## src/rtl/wllf_pkg.sv

```systemverilog
// ----------------------------------------------------------------------------
// wllf_pkg
// Shared types and constants of the link-flip proposal engine.
// ----------------------------------------------------------------------------
`default_nettype none

package wllf_pkg;

  localparam int LOG_W = 48;
  localparam int VIS_W = 32;

  localparam logic [LOG_W-1:0] LOG_MAX     = {LOG_W{1'b1}};
  localparam logic [VIS_W-1:0] VIS_MAX     = {VIS_W{1'b1}};
  localparam logic [LOG_W-1:0] LOG_INC_RST = 48'h0001_0000_0000;

  // action codes
  localparam logic [1:0] ACT_UPDATE = 2'd0;
  localparam logic [1:0] ACT_FLIP   = 2'd1;
  localparam logic [1:0] ACT_READ   = 2'd2;
  localparam logic [1:0] ACT_CLEAR  = 2'd3;

  typedef struct packed {
    logic [1:0]       action;
    logic [11:0]      site;
    logic [1:0]       direction;
    logic [LOG_W-1:0] neg_log_draw;
    logic [15:0]      bin;
  } in_req_t;

  typedef struct packed {
    logic             accepted;
    logic [15:0]      energy_index;
    logic [LOG_W-1:0] log_density;
    logic [VIS_W-1:0] visits;
  } out_rsp_t;

  // plane of the plaquette spanned by two directions (xy,xz,xt,yz,yt,zt)
  function automatic logic [2:0] plane_of(input logic [1:0] mu, input logic [1:0] nu);
    logic [2:0] p;
    p = 3'd0;
    case ({mu, nu})
      4'b0001, 4'b0100: p = 3'd0;
      4'b0010, 4'b1000: p = 3'd1;
      4'b0011, 4'b1100: p = 3'd2;
      4'b0110, 4'b1001: p = 3'd3;
      4'b0111, 4'b1101: p = 3'd4;
      4'b1011, 4'b1110: p = 3'd5;
      default:          p = 3'd0;
    endcase
    return p;
  endfunction

endpackage

`default_nettype wire

```

## src/rtl/wllf_plaq_addr.sv

```systemverilog
// ----------------------------------------------------------------------------
// wllf_plaq_addr
// Index of the k-th plaquette that holds a link, from site, coordinates and
// direction; odd k take the backward periodic neighbour.
// ----------------------------------------------------------------------------
`default_nettype none

module wllf_plaq_addr #(
  parameter int SIDE = 8
) (
  input  wire logic [$clog2(SIDE**4)-1:0]   site_i,
  input  wire logic [3:0][$clog2(SIDE)-1:0] coord_i,
  input  wire logic [1:0]                   dir_i,
  input  wire logic [2:0]                   k_i,
  output logic      [$clog2(6*SIDE**4)-1:0] addr_o
);

  localparam int NSITES = SIDE**4;
  localparam int SW     = $clog2(NSITES);
  localparam int PW     = $clog2(6*NSITES);
  localparam int DW     = $clog2(SIDE);

  logic [1:0]    j;
  logic [1:0]    nu;
  logic [SW-1:0] stride;
  logic [SW-1:0] nsite;
  logic [SW-1:0] s;
  logic [2:0]    p;

  // pick the k/2-th direction other than the link's own
  always_comb begin
    j  = k_i[2:1];
    nu = (j < dir_i) ? j : 2'(j + 2'd1);
    case (nu)
      2'd0:    stride = SW'(SIDE*SIDE*SIDE);
      2'd1:    stride = SW'(SIDE*SIDE);
      2'd2:    stride = SW'(SIDE);
      default: stride = SW'(1);
    endcase
  end

  // backward neighbour with wrap
  always_comb begin
    if (coord_i[nu] == DW'(0)) begin
      nsite = SW'(site_i + SW'(stride * SW'(SIDE-1)));
    end else begin
      nsite = SW'(site_i - stride);
    end
    s      = k_i[0] ? nsite : site_i;
    p      = wllf_pkg::plane_of(dir_i, nu);
    addr_o = PW'(PW'(s) * PW'(6) + PW'(p));
  end

endmodule

`default_nettype wire

```

## config.mk

```make
export PLATFORM = sky130hd
export DESIGN_NAME = wllf_plaq_addr
export DESIGN_NICKNAME = d
export VERILOG_FILES = /design/src/rtl/wllf_pkg.sv /design/src/rtl/wllf_plaq_addr.sv
export SDC_FILE = /design/constraint.sdc
export NUM_CORES = 1
export LEC_CHECK = 0
export BUFFER_PORTS_ARGS = -buffer_cell sky130_fd_sc_hd__buf_2
export CORE_MARGIN = 4
export CORE_UTILIZATION = 52
export DETAILED_ROUTE_END_ITERATION = 8
export MAX_ROUTING_LAYER = met4
export PLACE_DENSITY_LB_ADDON = 0.05
export SETUP_SLACK_MARGIN = 0.5
export SYNTH_ARGS = -nofsm -noshare
export SYNTH_HDL_FRONTEND = slang
export SYNTH_SLANG_ARGS = --single-unit
```

## constraint.sdc

```tcl
create_clock -name vclk -period 16.8
set_clock_uncertainty 0.2 [all_clocks]
set_input_delay 1.68 -clock vclk [all_inputs]
set_output_delay 1.68 -clock vclk [all_outputs]
set_load 0.01 [all_outputs]
```

; Word-level counts from Yosys, hierarchy flattened
; Memories as Yosys holds them, arrays and structs flattened.
; Cells that the tools add are included.
[totals]
register_bits = 0
latch_bits = 0
mem_bits_rw = 0
rom_bits = 48
inputBits = 29
out_inout_bits = 15
elab_cells = 19
n_memories = 1
[mem_list]
columns = name, depth, word_bits, rd, rd_ports_with_merged_regs, write_ports, line_no
row1 = (name not given), 16, 3, 1, 0, 0, wllf_pkg.sv:41  ; case ({mu, nu})
[op_classes]
add_sub_neg = 4
n_mul = 2
div = 0
magnitude_cmp = 2
eq_ne = 2
n_shift = 0
muxes = 6
n_bitwise = 0
reduce_logical = 2
[ops]
columns = op, count
row1 = case mux 10 bit (3 select lines), 1
row2 = two-way mux 12 bit, 2
row3 = adder 15 x 3 -> 15 bit, 1
row4 = multiplier 12 x 2 -> 14 bit (second input constant), 1
row5 = adder 12 bit, 1
row6 = multiplier 12 x 3 -> 12 bit (second input constant), 1
row7 = subtractor 12 bit, 1
row8 = binary-select mux 3 bit (select 2 bit), 1
row9 = zero test 3 bit, 1
row10 = less-than comparator 2 x 3 -> 1 bit (second input constant), 1
row11 = two-way mux 3 bit, 1
row12 = adder 2 x 1 -> 2 bit (second input constant), 1
row13 = == test 2 x 1 -> 1 bit (second input constant), 1
row14 = == test 2 bit (second input constant), 1
row15 = zero test 2 bit, 1
row16 = less-than comparator 2 bit, 1
row17 = two-way mux 2 bit, 1

; Logic depth before layout (Yosys ltp)
[logic_depth]
ltp_word = 10
depth_mapped = 29
ltp_nobuf = 29

; Least setup slack after synthesis
; OpenSTA, ideal clock, no wires.
[synth_path]
kind = input port to output port
startpoint = input dir_i[1]
endpoint = output addr_o[14]
t_arrival_ns = 7.001
required_time_ns = 14.920
slack_ns = 7.919
path_stages = 29
path_buffers = 0
cell_sequence = inv_1 > ha_1 > nor2b_1 > o31a_2 > inv_1 > ha_1 > inv_1 > ha_1 > inv_2 > ha_1 > o21ai_1 > nor2_1 > o21a_1 > o21ai_0 > nand2b_1 > a21oi_1 > xnor2_1 > a21oi_1 > o21ai_0 > ha_1 > or4_1 > o22ai_1 > xor2_1 > nor4_1 > nand2b_1 > mux2i_1 > o211ai_1 > a32oi_1 > nand3_1
[synth_between]
elab_chain_len = 10
elab_cells_between_ends = 17
classes_between = add/sub: 3 / mul: 2 / order compare: 1 / eq/ne: 2 / mux: 6 / reduce/logical: 2 / memory: 1
[synth_rtl]
columns = item, line_no
row1 = "start, declared", wllf_plaq_addr.sv:13  ; input wire logic [1:0] dir_i,
row2 = less-than comparator 2 bit, wllf_plaq_addr.sv:33  ; nu = (j < dir_i) ? j : 2'(j + 2'd1);
row3 = two-way mux 2 bit, wllf_plaq_addr.sv:33
row4 = "== test 2 bit, or another cell as far along", wllf_plaq_addr.sv:34  ; case (nu)
row5 = case mux 10 bit (3 select lines), wllf_plaq_addr.sv:34
row6 = multiplier 12 x 3 -> 12 bit, wllf_plaq_addr.sv:45  ; nsite = SW'(site_i + SW'(stride * SW'(SIDE-1)));
row7 = adder 12 bit, wllf_plaq_addr.sv:45
row8 = two-way mux 12 bit, wllf_plaq_addr.sv:44  ; if (coord_i[nu] == DW'(0)) begin
row9 = two-way mux 12 bit, wllf_plaq_addr.sv:49  ; s = k_i[0] ? nsite : site_i;
row10 = multiplier 12 x 2 -> 14 bit, wllf_plaq_addr.sv:51  ; addr_o = PW'(PW'(s) * PW'(6) + PW'(p));
row11 = adder 15 x 3 -> 15 bit *, wllf_plaq_addr.sv:51
row12 = "end, declared", wllf_plaq_addr.sv:15  ; output logic [$clog2(6*SIDE**4)-1:0] addr_o
; Mark *: on every way between the ends. The rest lies on a longest branch, timed or not. The select of a mux whose other input is x is not followed.

; Worst setup path in the final report
; Same ends and word-level chain as after synthesis.

==> results.md <==
- Status: complete, no violations
- Synth cell count leaders: ha_1 (43), xnor2_1 (24), a21oi_1 (23), nor2_1 (21), inv_1 (20)
- Mapped Nets: 382
- Min-delay src: dir_i[0]
- Max transition margin: 0.471
- Setup TNS Final: 0 ns
- Setup Viol. Count Final: 0
- NetSw: 122 uW
- Worst Path Arrival: 7.77 ns
- Initial antenna violation count: 0
- Antenna-violating nets left: 0
- CTS hold repair buffers: 0
- Layout cell share with drive strength beyond 1: 0.202
- Pleak: 1.19 nW
- Register area: 0 sq um
- Largest area contributor in the netlist: ha_1
- Worst Setup Slack, final: 7.15 ns
- Worst Setup SP: dir_i[1]
- F_max: 104 MHz
- I/O pin total: 44
- Fin cells: 399
- Startpoint types: input pin
- Area of the core: 0.00441 sq mm
- Crit path max fanout: 7
- Slew @ Worst Pin: 0.793 ns
- Die W: 76.0 um
- M1 GR Usage: 0.252
- Number of core rows: 24
- Yosys warnings: 0
- Synth Instances: 307
- Final Hold Fails: 0
- Synth Area per Inst: 7.82 sq um
- Post-Place Setup Slack: 7.19 ns
- Cell Area, Synth: 0.00240 sq mm
- RSZ-0062 raised after global routing: false
- Tot GR Track Use: 0.178
- WL/cell: 12.8 um
- Hold Crit Depth: 4
- DIE AREA: 0.00577 sq mm
- Final Max Slew Viols: 0
- Slowest-stage cell, CP: ha_1
- Drt initial violations: 49
- Pwr dens: 80.8 mW/mm^2
- Min-Delay Path Class: input pin to output port
- Met3 usage: 0.00592
- Top post-synthesis cells by area: ha_1 (22%), xnor2_1 (8.8%), a21oi_1 (4.8%)
- Period Utilization, post-route: 0.574
- Switching share of total power: 0.567
- Total gr overflow: 0
- Crit end category: output port
- Starting Density: 0.544
- Placed wire-length estimate: 4460 um
- Fin crit period: 9.65 ns
- Clock power frac: 0
- Seq/Total Area, Yosys: 0
- Largest stage delay on the critical path: 0.42 ns
- Int Power: 93.2 uW
- Routing usage on met2: 0.298
- CTS resizes: 0
- Largest net degree at the start of global routing: 22
- Layout Utilization: 0.604
- I/O Buffers: 44
- Seq pwr share: 0
- Antenna Diode Count: 0
- Via count: 2283
- Critical path class: input pin to output port
- Vias/cell: 5.72
- Routability Congestion: 0.875
- Combinational share of power: 1.000
- Clock Buffer Count: 0
- Gr busiest metal: met2
- TritonRoute pass-1 iters: 4
- Synth-to-Final Area Change: 11.0%
- Hold Path End: addr_o[0]
- Worst EP required: 14.92 ns
- Fin nets: 424
- Post-synth cell types: 66
- First-pass GRT wire length: 9120 um
- Max cap viols: 0
- Post-CTS setup buffers: 0
- Yosys top cell area share: 0.224
- Top-count cell post-synth: ha_1
- # DRC: 0
- Seq_cells: 0
- Die height: 76.0 um
- Placed Instances: 399
- Routed WL: 5130 um
- Worst vdd ir: 0.0000285 V
- Vias in the first global route: 2087
- CP most frequent cell: ha_1
-- metal layers --
layer / wire length, um / up-vias
met1: 2620 / 1028
met5: 0 / -
li1: - / 1218
met4: 0 / 0
met3: 172 / 0
met2: 2330 / 37
-- critical path: cells and delay by family --
family | cells | cell delay (ns)
buffers and inverters | 6 | 0.61
XOR/XNOR | 2 | 0.27
adder cells (fa/ha/maj) | 5 | 1.51
multiplexers | 1 | 0.35
AND/OR/NAND/NOR | 7 | 1.29
AO/OA/AOI/OAI | 10 | 2.05
-- cell type report --
cell class | instances | area, sq um
well taps | 52 | 65.1
repair buffers | 44 | 220
inverters | 23 | 86.3
fillers | 431 | 1750
multi-input cells | 280 | 2290
-- worst max-delay path by stage --
stage	slack, ns	depth (start not counted)	endpoint
floorplan	7.92	29	addr_o[14]
global placement	7.35	31	addr_o[14]
detailed placement	7.19	31	addr_o[14]
CTS	7.16	31	addr_o[14]
global route	6.51	31	addr_o[14]
finish	7.15	31	addr_o[14]
-- per-stage QoR --
step / instance area (sq um) / hold slack (ns) / total power [mW]
after floorplan: 2400 / 3.35 / 0.166
after global placement: 2670 / 3.62 / 0.215
after detailed placement: 2670 / 3.62 / 0.216
after CTS: 2670 / 3.62 / 0.217
after global routing: 2670 / 3.65 / 0.242
final: 2670 / 3.61 / 0.215
-- layout by cell type (no fill, tap or decap), types with 5 or more instances in the layout --
master | netlist | layout
a211oi_1 | 6 | 6
a21o_1 | 6 | 6
a21oi_1 | 23 | 23
and2_1 | 5 | 5
buf_2 | 1 | 44
ha_1 | 43 | 43
inv_1 | 20 | 20
mux2i_1 | 5 | 5
nand2_1 | 18 | 18
nand2b_1 | 7 | 7
nand3_1 | 8 | 8
nor2_1 | 21 | 21
nor3_1 | 9 | 9
o21ai_0 | 19 | 19
xnor2_1 | 24 | 24
xor2_1 | 13 | 13
-- power groups by stage --
stage	Combinational, mW	Sequential (mW)	Clock (mW)
CTS	0.217	0	0
floorplan	0.166	0	0
global placement	0.215	0	0
detailed placement	0.216	0	0
global route	0.242	0	0
finish	0.215	0	0
-- cells by family (layout without fill, tap and decap cells) --
group / Yosys count / in the layout / share of synthesized area
adders and majority gates: 46 / 46 / 0.249
and+or+nand+nor: 89 / 89 / 0.200
buffers and inverters: 27 / 67 / 0.0443
xor gates and xnor gates: 39 / 39 / 0.158
AOI/OAI and AO/OA: 99 / 99 / 0.314
muxes: 7 / 7 / 0.0349
Note: power is estimated with default switching activity, not from simulation.
